[src/design/hhe_pkg.sv]
// Package for the HTTP Host header extractor.
// Holds the parse phase type, the queue entry type and the pattern table.
// No dependencies.
package hhe_pkg;

   localparam int HOST_MAX_DEFAULT = 256;
   localparam int PAT_LEN          = 7;
   localparam int QUEUE_DEPTH      = 4;
   localparam int QUEUE_AW         = $clog2(QUEUE_DEPTH);

   localparam logic [7:0] CHAR_CR  = 8'h0d;
   localparam logic [7:0] CHAR_LF  = 8'h0a;
   localparam logic [7:0] CHAR_SP  = 8'h20;
   localparam logic [7:0] CHAR_TAB = 8'h09;

   typedef enum logic [1:0] {
      PH_SEARCH = 2'd0,
      PH_SKIP   = 2'd1,
      PH_VALUE  = 2'd2,
      PH_DONE   = 2'd3
   } phase_type;

   // One classified byte handed from the front to the back.
   typedef struct packed {
      logic       take;
      logic [7:0] data;
      logic       last;
   } entry_type;

   // Queue status seen by the input handshake (full) and the back (empty).
   typedef struct packed {
      logic full;
      logic empty;
   } queue_status_type;

   function automatic logic [7:0] pattern_byte(input logic [2:0] idx);
      logic [7:0] b;
      case (idx)
         3'd0:    b = CHAR_CR;
         3'd1:    b = CHAR_LF;
         3'd2:    b = 8'h68;
         3'd3:    b = 8'h6f;
         3'd4:    b = 8'h73;
         3'd5:    b = 8'h74;
         3'd6:    b = 8'h3a;
         default: b = 8'h00;
      endcase
      return b;
   endfunction

   function automatic logic [7:0] lower_byte(input logic [7:0] c);
      logic [7:0] r;
      r = c;
      if (c >= 8'h41 && c <= 8'h5a) begin
         r = c + 8'd32;
      end
      return r;
   endfunction

   function automatic logic is_blank(input logic [7:0] c);
      return (c == CHAR_SP) || (c == CHAR_TAB);
   endfunction

   function automatic logic is_eol(input logic [7:0] c);
      return (c == CHAR_CR) || (c == CHAR_LF);
   endfunction

endpackage

[src/design/hhe_front.sv]
// Front end of the Host header extractor: pattern search and phase tracking.
// Marks each accepted byte as a value byte or not. Depends on hhe_pkg.
module hhe_front
   import hhe_pkg::*;
(
   input  logic      clock,
   input  logic      reset,
   input  logic      accept,
   input  logic [7:0] in_byte,
   input  logic      in_last,
   output entry_type entry
);

   phase_type  phase_ff, phase_in;
   logic [2:0] match_ff, match_in;
   logic [2:0] match_cur;
   logic [7:0] low_c;

   assign low_c     = lower_byte(in_byte);
   assign match_cur = (match_ff >= 3'(PAT_LEN)) ? 3'd0 : match_ff;

   // Next state.
   always_comb begin
      phase_in = phase_ff;
      match_in = match_ff;
      unique case (phase_ff)
         PH_SEARCH: begin
            if (low_c == pattern_byte(match_cur)) begin
               if (match_cur == 3'(PAT_LEN - 1)) begin
                  match_in = 3'd0;
                  phase_in = PH_SKIP;
               end else begin
                  match_in = match_cur + 3'd1;
               end
            end else begin
               match_in = (in_byte == CHAR_CR) ? 3'd1 : 3'd0;
            end
         end
         PH_SKIP: begin
            if (is_eol(in_byte)) begin
               phase_in = PH_DONE;
            end else if (!is_blank(in_byte)) begin
               phase_in = PH_VALUE;
            end
         end
         PH_VALUE: begin
            if (is_eol(in_byte)) begin
               phase_in = PH_DONE;
            end
         end
         PH_DONE: begin
            phase_in = PH_DONE;
         end
         default: begin
            phase_in = PH_SEARCH;
         end
      endcase
      if (in_last) begin
         phase_in = PH_SEARCH;
         match_in = 3'd0;
      end
   end

   // Outputs.
   always_comb begin
      entry.take = 1'b0;
      entry.data = in_byte;
      entry.last = in_last;
      unique case (phase_ff)
         PH_SKIP:  entry.take = !is_eol(in_byte) && !is_blank(in_byte);
         PH_VALUE: entry.take = !is_eol(in_byte);
         default:  entry.take = 1'b0;
      endcase
   end

   always_ff @(posedge clock) begin
      if (reset) begin
         phase_ff <= PH_SEARCH;
         match_ff <= 3'd0;
      end else if (accept) begin
         phase_ff <= phase_in;
         match_ff <= match_in;
      end
   end

endmodule

[src/design/hhe_queue.sv]
// Short queue between the front and the back of the Host header extractor.
// Flip-flop storage with read and write pointers. Depends on hhe_pkg.
module hhe_queue
   import hhe_pkg::*;
(
   input  logic             clock,
   input  logic             reset,
   input  logic             push,
   input  entry_type        push_entry,
   input  logic             pop,
   output entry_type        head,
   output queue_status_type status
);

   entry_type             slots_ff [QUEUE_DEPTH];
   logic [QUEUE_AW-1:0]   wr_ptr_ff, rd_ptr_ff;
   logic [QUEUE_AW:0]     count_ff;

   assign status.full  = (count_ff == (QUEUE_AW+1)'(QUEUE_DEPTH));
   assign status.empty = (count_ff == '0);
   assign head         = slots_ff[rd_ptr_ff];

   always_ff @(posedge clock) begin
      if (push) begin
         slots_ff[wr_ptr_ff] <= push_entry;
      end
   end

   always_ff @(posedge clock) begin
      if (reset) begin
         wr_ptr_ff <= '0;
         rd_ptr_ff <= '0;
         count_ff  <= '0;
      end else begin
         if (push) begin
            wr_ptr_ff <= wr_ptr_ff + 1'b1;
         end
         if (pop) begin
            rd_ptr_ff <= rd_ptr_ff + 1'b1;
         end
         if (push && !pop) begin
            count_ff <= count_ff + 1'b1;
         end else if (pop && !push) begin
            count_ff <= count_ff - 1'b1;
         end
      end
   end

endmodule

[src/design/hhe_back.sv]
// Back end of the Host header extractor: value counting, trimming, overflow
// and the registered result beat. Depends on hhe_pkg.
module hhe_back
   import hhe_pkg::*;
#(
   parameter int HOST_MAX = HOST_MAX_DEFAULT
) (
   input  logic       clock,
   input  logic       reset,
   input  logic       head_ready,
   input  entry_type  head,
   output logic       pop,
   output logic       rsp_tvalid,
   input  logic       rsp_tready,
   output logic [31:0] rsp_tdata,
   output logic       rsp_tlast,
   output logic [0:0] rsp_tuser
);

   localparam int CW = $clog2(HOST_MAX + 1);

   logic [CW-1:0] count_ff, count_in;
   logic [CW-1:0] trim_ff, trim_in;
   logic          ovf_ff, ovf_in;
   logic          emit;
   logic [CW+7:0] count_wide;
   logic [CW+8:0] trim_wide;

   logic          out_valid_ff;
   logic          out_user_ff, out_user_in;
   logic [31:0]   out_data_ff, out_data_in;
   logic          out_last_ff;

   assign pop = head_ready && (!out_valid_ff || rsp_tready);

   always_comb begin
      count_in = count_ff;
      trim_in  = trim_ff;
      ovf_in   = ovf_ff;
      emit     = 1'b0;
      if (head.take) begin
         if (count_ff >= CW'(HOST_MAX)) begin
            ovf_in = 1'b1;
         end else begin
            emit     = 1'b1;
            count_in = count_ff + 1'b1;
            if (!is_blank(head.data)) begin
               trim_in = count_ff + 1'b1;
            end
         end
      end
   end

   assign count_wide = {8'd0, count_ff};
   assign trim_wide  = {9'd0, trim_in};

   always_comb begin
      out_data_in = '0;
      out_user_in = emit;
      if (emit) begin
         out_data_in[7:0]  = head.data;
         out_data_in[15:8] = count_wide[7:0];
      end
      if (head.last) begin
         out_data_in[16]    = (trim_in != '0);
         out_data_in[25:17] = trim_wide[8:0];
         out_data_in[26]    = ovf_in;
      end
   end

   always_ff @(posedge clock) begin
      if (reset) begin
         count_ff     <= '0;
         trim_ff      <= '0;
         ovf_ff       <= 1'b0;
         out_valid_ff <= 1'b0;
      end else begin
         if (pop) begin
            // The end of a payload returns the counters to their idle values.
            if (head.last) begin
               count_ff <= '0;
               trim_ff  <= '0;
               ovf_ff   <= 1'b0;
            end else begin
               count_ff <= count_in;
               trim_ff  <= trim_in;
               ovf_ff   <= ovf_in;
            end
            out_valid_ff <= 1'b1;
         end else if (rsp_tready) begin
            out_valid_ff <= 1'b0;
         end
      end
   end

   always_ff @(posedge clock) begin
      if (pop) begin
         out_data_ff <= out_data_in;
         out_user_ff <= out_user_in;
         out_last_ff <= head.last;
      end
   end

   assign rsp_tvalid   = out_valid_ff;
   assign rsp_tdata    = out_data_ff;
   assign rsp_tlast    = out_last_ff;
   assign rsp_tuser[0] = out_user_ff;

endmodule

[src/design/http_host_header_extract_core.sv]
// Top level of the HTTP Host header extractor.
// Instantiates hhe_front, hhe_queue and hhe_back; depends on hhe_pkg.
//
// The block takes one payload byte per beat and returns exactly one result beat
// per input beat, in order. It sustains one byte per clock cycle while the
// output is not stalled; a byte's result passes through the four-entry queue
// and then the output register. The front searches for a case-insensitive CR
// LF "host:" and classifies bytes; the back counts value bytes, trims trailing
// blanks, cuts the value at HOST_MAX bytes and reports found, length and
// truncation on the beat with tlast. State returns to idle after every last byte.
module http_host_header_extract_core
   import hhe_pkg::*;
#(
   parameter int HOST_MAX = HOST_MAX_DEFAULT
) (
   input  logic        clock,
   input  logic        reset,
   input  logic        req_tvalid,
   output logic        req_tready,
   input  logic [7:0]  req_tdata,   // [7:0] payload_byte
   input  logic        req_tlast,   // payload_last
   output logic        rsp_tvalid,
   input  logic        rsp_tready,
   // [7:0] value_byte, [15:8] value_index, [16] host_found,
   // [25:17] host_length, [26] host_truncated, [31:27] zero
   output logic [31:0] rsp_tdata,
   output logic        rsp_tlast,   // end_of_payload
   output logic [0:0]  rsp_tuser    // [0] value_valid
);

   entry_type        front_entry;
   entry_type        head;
   queue_status_type status;
   logic             accept;
   logic             pop;

   assign req_tready = !status.full;
   assign accept     = req_tvalid && req_tready;

   hhe_front u_front (
      .clock   (clock),
      .reset   (reset),
      .accept  (accept),
      .in_byte (req_tdata),
      .in_last (req_tlast),
      .entry   (front_entry)
   );

   hhe_queue u_queue (
      .clock      (clock),
      .reset      (reset),
      .push       (accept),
      .push_entry (front_entry),
      .pop        (pop),
      .head       (head),
      .status     (status)
   );

   hhe_back #(
      .HOST_MAX (HOST_MAX)
   ) u_back (
      .clock      (clock),
      .reset      (reset),
      .head_ready (!status.empty),
      .head       (head),
      .pop        (pop),
      .rsp_tvalid (rsp_tvalid),
      .rsp_tready (rsp_tready),
      .rsp_tdata  (rsp_tdata),
      .rsp_tlast  (rsp_tlast),
      .rsp_tuser  (rsp_tuser)
   );

`ifndef SYNTHESIS
   // Summary fields are only nonzero on the last beat of a payload.
   a_summary_only_at_end: assert property (@(posedge clock) disable iff (reset)
      (rsp_tvalid && !rsp_tlast) |-> (rsp_tdata[26:16] == 11'd0))
      else $error("summary fields set on a beat that is not last");

   // A found host always comes with a nonzero trimmed length.
   a_found_matches_length: assert property (@(posedge clock) disable iff (reset)
      (rsp_tvalid && rsp_tlast) |-> (rsp_tdata[16] == (rsp_tdata[25:17] != 9'd0)))
      else $error("host_found disagrees with host_length");

   // Beats without a value byte carry zero byte and index.
   a_idle_value_zero: assert property (@(posedge clock) disable iff (reset)
      (rsp_tvalid && !rsp_tuser[0]) |-> (rsp_tdata[15:0] == 16'd0))
      else $error("value fields set without value_valid");
`endif

endmodule
[config.mk]
export PLATFORM = sky130hd
export DESIGN_NAME = http_host_header_extract_core
export DESIGN_NICKNAME = d
export VERILOG_FILES = /design/src/design/hhe_pkg.sv /design/src/design/hhe_front.sv /design/src/design/hhe_queue.sv /design/src/design/hhe_back.sv /design/src/design/http_host_header_extract_core.sv
export SDC_FILE = /design/constraint.sdc
export NUM_CORES = 1
export LEC_CHECK = 0
export BUFFER_PORTS_ARGS = -buffer_cell sky130_fd_sc_hd__buf_2
export CORE_MARGIN = 3
export CORE_UTILIZATION = 40
export DETAILED_ROUTE_END_ITERATION = 10
export PLACE_DENSITY = 0.64
export SYNTH_ARGS = -nofsm -noshare
export SYNTH_HDL_FRONTEND = slang
export SYNTH_HIERARCHICAL = 1
export SYNTH_SLANG_ARGS = --single-unit
[constraint.sdc]
create_clock -name clock -period 2.65 [get_ports clock]
set_input_delay 0.53 -clock clock [delete_from_list [all_inputs] [get_ports clock]]
set_output_delay 0.53 -clock clock [all_outputs]
set_load 0.01 [all_outputs]
==> metrics, run 1 <==
outcome=completed; cell taking the most area after synthesis=edfxtp_1; Reg clk slew, reported paths=around 0.070 ns; post-route cell area=around 5800 sq um; Max rail drop VDD=300 uV; # diodes=0; Clock Skew=0.00524 ns; crit path kind=register to register; H-tree depth=3; Die W=120 microns; final hold vios=0; HP Class=register to register; Area growth, synth to finish=12.4%; Root Buffer=clkbuf_16; asr flop ratio synth=0%; cell family with most CP delay=compound AO/OA/AOI/OAI gates; Reg2Reg Depth=7; Max Freq=399 MHz; min Tclk post-route=about 2.5 ns; largest net degree at the start of global routing=38; total clock sinks=103; Max stage delay on crit path=0.55 ns; Post-synth EDFFs=69; Final ANT Viol Nets=0; Final Max Slew Viols=0; Slew HR=53.3%; TritonCTS clock tree=done; unrepaired setup endpoints after global routing=no; sequential element share of the synthesized area=roughly 53%; synthesized area per cell=11.8 sq um; CP bufs+invs=1; critical-path cell with the highest stage delay=mux4_2; GP Congestion=slightly below 0.9; ranking of synthesized cells by area=edfxtp_1, dfxtp_1, mux4_2; insertion delay to the later sink of the worst-skew pair=~0.34 ns; layout cell share with drive strength beyond 1=24.1%; most common cell in the netlist=edfxtp_1; CTS max path bufs=2; pwr dens=roughly 900 nW/um^2; post-synth top area share=~40%; die footprint=14400 sq um; Syn Inst Count=~440; drt pass-1 iters=5; GRT overflow=0; DP HPWL=6780 microns; slew of the pin with the lowest slew margin=~0.7 ns; Layout Nets=a little over 500; leak pwr=2.13 nW; Core Region=12700 sq um; library cells used by synthesis=82; initial core utilization=41.0%; first-pass GRT wire length=15700 microns; CP arrival=2.60 ns; Port Buf Inserts=43; starting DRC count in detailed routing=about 190; Die H=120 microns; crit path to=u_back/rsp_tdata[16]; most frequent cells after synthesis=edfxtp_1, dfxtp_1, nor2_1, a21oi_1, nand2_1; drt via density=5.18; Remaining DRCs=0; drt wl/cell=around 15 microns; number of synthesized register bits=103; mapped cell area=roughly 5200 sq um; num rows=41; worst flop-to-flop path endpoint=u_back/rsp_tdata[16]; synth warn=6; hold buffer count at cts=0; cts bufs inserted=9; worst reg2reg setup slack=0.14 ns; IO Pins=just under 50; CP Launch Type=register; max cap viols=0; Crit. End Element=register; total via count in the routed design=3381; Tcrit/Tclk final=a little over nine tenths; required time worst endpoint=about 2.7 ns; Total GRT Usage=roughly 14%; crit-path cells=buf_4 -> mux4_2 -> and3b_1 -> o211ai_4 -> nand2_1 -> o21a_1 -> o31a_1; Hold Slack=around 0.46 ns; CP Depth=7; setup TNS=0 ns; Placed Area=approximately 5500 sq um; final setup vio count=0; CP max FO=6; detailed-route wire length=between 9000 and 10000 microns; vias in the first global route=3149; antenna violations before repair=0; top_reg_cell synth=edfxtp_1
[worst register-to-register path, delay by kind of cell, from the launching register on]
family	cells	cell delay [ns]
AOI/OAI and AO/OA	3	0.83
and+or+nand+nor	2	0.34
muxes	1	0.56
DFF	1	0.34
buffers and inverters	1	0.19
[sequential cells by signal, indices dropped and copies added (netlist names), named ones only]
register,cells
u_queue/slots_ff,40
u_back/rsp_tdata,27
u_back/count_ff,9
u_back/trim_ff,9
u_front/match_ff,3
u_queue/count_ff,3
u_front/phase_ff,2
u_queue/rd_ptr_ff,2
u_queue/wr_ptr_ff,2
u_back/ovf_ff,1
u_back/rsp_tlast,1
u_back/rsp_tuser,1
u_back/rsp_tvalid,1
[through the flow]
| stage | power, W | util, % | cells | setup WS (ns) |
|---|---|---|---|---|
| finish | 0.00524 | 46.1 | 653 | 0.145 |
| global route | 0.00554 | 46.1 | 653 | 0.00817 |
| CTS | 0.00531 | 45.6 | 652 | 0.109 |
| detailed placement | 0.00398 | 43.3 | 636 | 0.0873 |
| global placement | 0.00394 | 43.3 | 636 | 0.118 |
| floorplan | 0.00347 | - | 445 | 0.234 |
[final cells by class]
cell class	count	area, sq um
inverters	22	85.1
clock inverters	6	68.8
flip-flops and latches	103	2760
repair buffers	58	328
multi-input cells	282	2150
clock buffers	10	229
well taps	172	215
fillers	1159	6830
[layer usage]
layer  up-vias  wire [microns]  GRT usage, %
li1       1663               -             -
met1      1631            4360          17.5
met2        79            4900          22.4
met3         8             456          4.01
met4         0             100          4.22
met5         -               0             0
[power breakdown]
part | switching (W) | total (W) | internal (W)
Sequential | 0.000128 | 0.00229 | 0.00216
Clock | 0.000570 | 0.00131 | 0.000737
Combinational | 0.000983 | 0.00164 | 0.000660
[cells by family after synthesis]
group                      after synthesis  share of synthesized area, %
and+or+nand+nor                        134                          14.8
xor gates and xnor gates                15                          2.53
buffers and inverters                   60                          6.70
other                                    1                        0.0722
AOI/OAI and AO/OA                       92                          12.6
DFF                                    103                          53.0
muxes                                   18                          5.90
adders and majority gates               18                          4.43
[repair_timing]
action,CTS,global route
setup buffers,0,2
setup endpoints to repair,0,10
gates resized for setup,0,12
endpoints found under the hold margin,0,0
[layout by cell type, fill, tap and decap left out, types with 7 or more instances in the layout]
cell type  instances
mux2i_1            7
inv_1             20
clkbuf_16          9
ha_1              12
buf_2             43
nand2_1           24
mux4_2            10
o21ai_0           17
xnor2_1            9
and2_1            19
buf_4             15
edfxtp_1          69
a21oi_1           24
nand3_1            7
dfxtp_1           32
nor2_1            29
[worst min path at each step]
stage	start	to	slack, ns	cells past startpoint
floorplan	u_back/trim_ff[7]	u_back/trim_ff[7]	0.44	2
global placement	u_back/trim_ff[7]	u_back/trim_ff[7]	0.44	2
detailed placement	u_back/trim_ff[7]	u_back/trim_ff[7]	0.45	2
CTS	rsp_tready	u_back/rsp_tvalid	0.46	3
global route	rsp_tready	u_back/rsp_tvalid	0.46	3
finish	u_back/trim_ff[7]	u_back/trim_ff[7]	0.46	2
(Power assumes the default switching activity.)
==> run 2: changes to the inputs <==
==> constraint.sdc (replaced) <==
create_clock -name clock -period 2.95 [get_ports clock]
set_input_delay 0.59 -clock clock [delete_from_list [all_inputs] [get_ports clock]]
set_output_delay 0.59 -clock clock [all_outputs]
set_load 0.01 [all_outputs]
==> run 2 against run 1 <==
- die area is the same
- hold slack got worse by 0.0025 ns
- first-iteration DRC count grew 62%
- sequential share of layout area grew 0.85 points
- largest power group unchanged
- highest routed layer unchanged
- wire length is 1.0% lower
==> metrics, run 2 (synthesis gave the netlist of run 1 again) <==
leak pwr=2.07 nW (was 2.13 nW); largest net degree at the start of global routing=38 (unchanged); total clock sinks=103 (unchanged); CTS max path bufs=2 (unchanged); Max rail drop VDD=302 uV (was 300 uV); Reg clk slew, reported paths=0.07 ns (about the same); IO Pins=49 (unchanged); crit path kind=register to register (unchanged); GP Congestion=0.910 (was 0.864); final hold vios=0 (unchanged); drt pass-1 iters=4 (was 5); post-CTS sizing=0 (unchanged); Reg with most FFs=u_queue/slots_ff (unchanged); Placed Area=5420 sq um (was 5480 sq um); layout cell share with drive strength beyond 1=21.2% (was 24.1%); Root Buffer=clkbuf_16 (unchanged); antenna violations before repair=0 (unchanged); detailed-route wire length=9720 microns (was 9820 microns); outcome=completed (unchanged); fill cell count=1164 (was 1159); die footprint=14400 sq um (unchanged); insertion delay to the later sink of the worst-skew pair=0.35 ns (was 0.34 ns); CP max FO=13 (was 6); # diodes=0 (unchanged); Post-CTS Setup Inserts=0 (unchanged); Layout Nets=496 (was 505); Final Max Slew Viols=0 (unchanged); Total GRT Usage=14.2% (was 13.7%); commonest non-fill, non-tap cell in the layout=edfxtp_1 (unchanged); H-tree depth=3 (unchanged); Largest register FFs=40 (unchanged); max cap viols=0 (unchanged); hold buffer count at cts=0 (unchanged); Worst Setup SP=u_front/match_ff[0]; required time worst endpoint=3.19 ns (was 2.74 ns); Final ANT Viol Nets=0 (unchanged); Top Usage Layer GRT=met2 (unchanged); Core Region=12700 sq um (unchanged); GR Layer Usage met1=18.0% (was 17.5%); Die H=120 microns (unchanged); drt via density=5.13 (was 5.18); unrepaired setup endpoints after global routing=no (unchanged); most frequent cells in the layout=edfxtp_1, buf_2, dfxtp_1 (unchanged); pwr dens=820 nW/um^2 (was 897 nW/um^2); DP HPWL=6580 microns (was 6780 microns); Max Freq=365 MHz (was 399 MHz); setup TNS=0 ns (unchanged); Crit. End Element=register (unchanged); slew of the pin with the lowest slew margin=0.674 ns (was 0.700 ns); Die W=120 microns (unchanged); Setup WS pre-CTS=0.239 ns (was 0.0873 ns); drt wl/cell=15.1 microns (was 15.0 microns); Tcrit/Tclk final=92.8% (was 94.5%); met3 Use GR=3.53% (was 4.01%); Remaining DRCs=0 (unchanged); TritonCTS clock tree=done (unchanged); starting DRC count in detailed routing=310 (was 191); hold path start=u_back/trim_ff[7] (unchanged); HP Class=register to register (unchanged); Slew HR=55.1% (was 53.3%); num rows=41 (unchanged); min Tclk post-route=2.74 ns (was 2.51 ns); cts bufs inserted=9 (unchanged); CP arrival=2.98 ns (was 2.60 ns); GRT overflow=0 (unchanged); Clock Skew=0.00908 ns (was 0.00524 ns); final worst setup slack=0.213 ns (was 0.145 ns); Area growth, synth to finish=10.1% (was 12.4%); GRT met2 Usage=23.0% (was 22.4%); CP Launch Type=register (unchanged); Port Buf Inserts=43 (unchanged); first-pass GRT wire length=16100 microns (was 15700 microns); vias in the first global route=3234 (was 3149); post-route cell area=5720 sq um (was 5840 sq um); total via count in the routed design=3303 (was 3381); final setup vio count=0 (unchanged); RR Startpoint=u_front/match_ff[0]; initial core utilization=41.0% (unchanged)
==> run 2: changes by cell type in the layout (fill, tap and decap cells not counted), sizes merged <==
cell / delta
buf: -9
clkinv: -1
clkinvlp: +1
==> run 2: worst max-delay path: stages, from the launching register on <==
cell      delay [ns]
dfxtp_1         0.56
inv_1           0.12
ha_1            0.32
maj3_2          0.34
a211oi_1        0.24
a211oi_1        0.10
nor4_4          0.47
a31oi_1         0.15
mux2_1          0.32
==> run 2: area by class of cell <==
| type | instances | area, sq um | share of cell area (%) |
|---|---|---|---|
| inverter | 22 | 85.1 | 1.49 |
| clock inverter | 6 | 70.1 | 1.22 |
| clock buffer | 10 | 229 | 4.00 |
| sequential | 103 | 2750 | 48.1 |
| multi-input combinational | 282 | 2110 | 36.9 |
| tap | 172 | 215 | 3.76 |
| timing repair buffer | 49 | 260 | 4.55 |
==> run 2: report_power, final <==
part	internal, W	switching (W)
clock	0.000664	0.000534
combinational	0.000572	0.000871
sequential	0.00194	0.000111
total	0.00318	0.00152
==> run 2: path summary, 6_finish.rpt <==
kind | slack [ns] | end | cells past startpoint
setup / recovery | 0.21 | u_front/phase_ff[0] | 8
hold / removal | 0.46 | u_back/trim_ff[7] | 2
setup reg to reg | 0.21 | u_front/phase_ff[0] | 8
hold reg to reg | 0.46 | u_back/trim_ff[7] | 2
==> run 2: stage by stage <==
step                std cells  util, %  hold WS [ns]  power [W]
finish                    644     45.2         0.459    0.00469
CTS                       644     45.2         0.459    0.00476
floorplan                 445        -         0.436    0.00311
detailed placement        628     42.8         0.449    0.00355
global route              644     45.2         0.477    0.00499
global placement          628     42.8         0.442    0.00351
==> run 2: per-layer routing <==
| metal | routed length, microns | vias to the layer above |
|---|---|---|
| li1 | - | 1637 |
| met1 | 4360 | 1583 |
| met2 | 4720 | 71 |
| met3 | 427 | 12 |
| met4 | 209 | 0 |
| met5 | 0 | - |
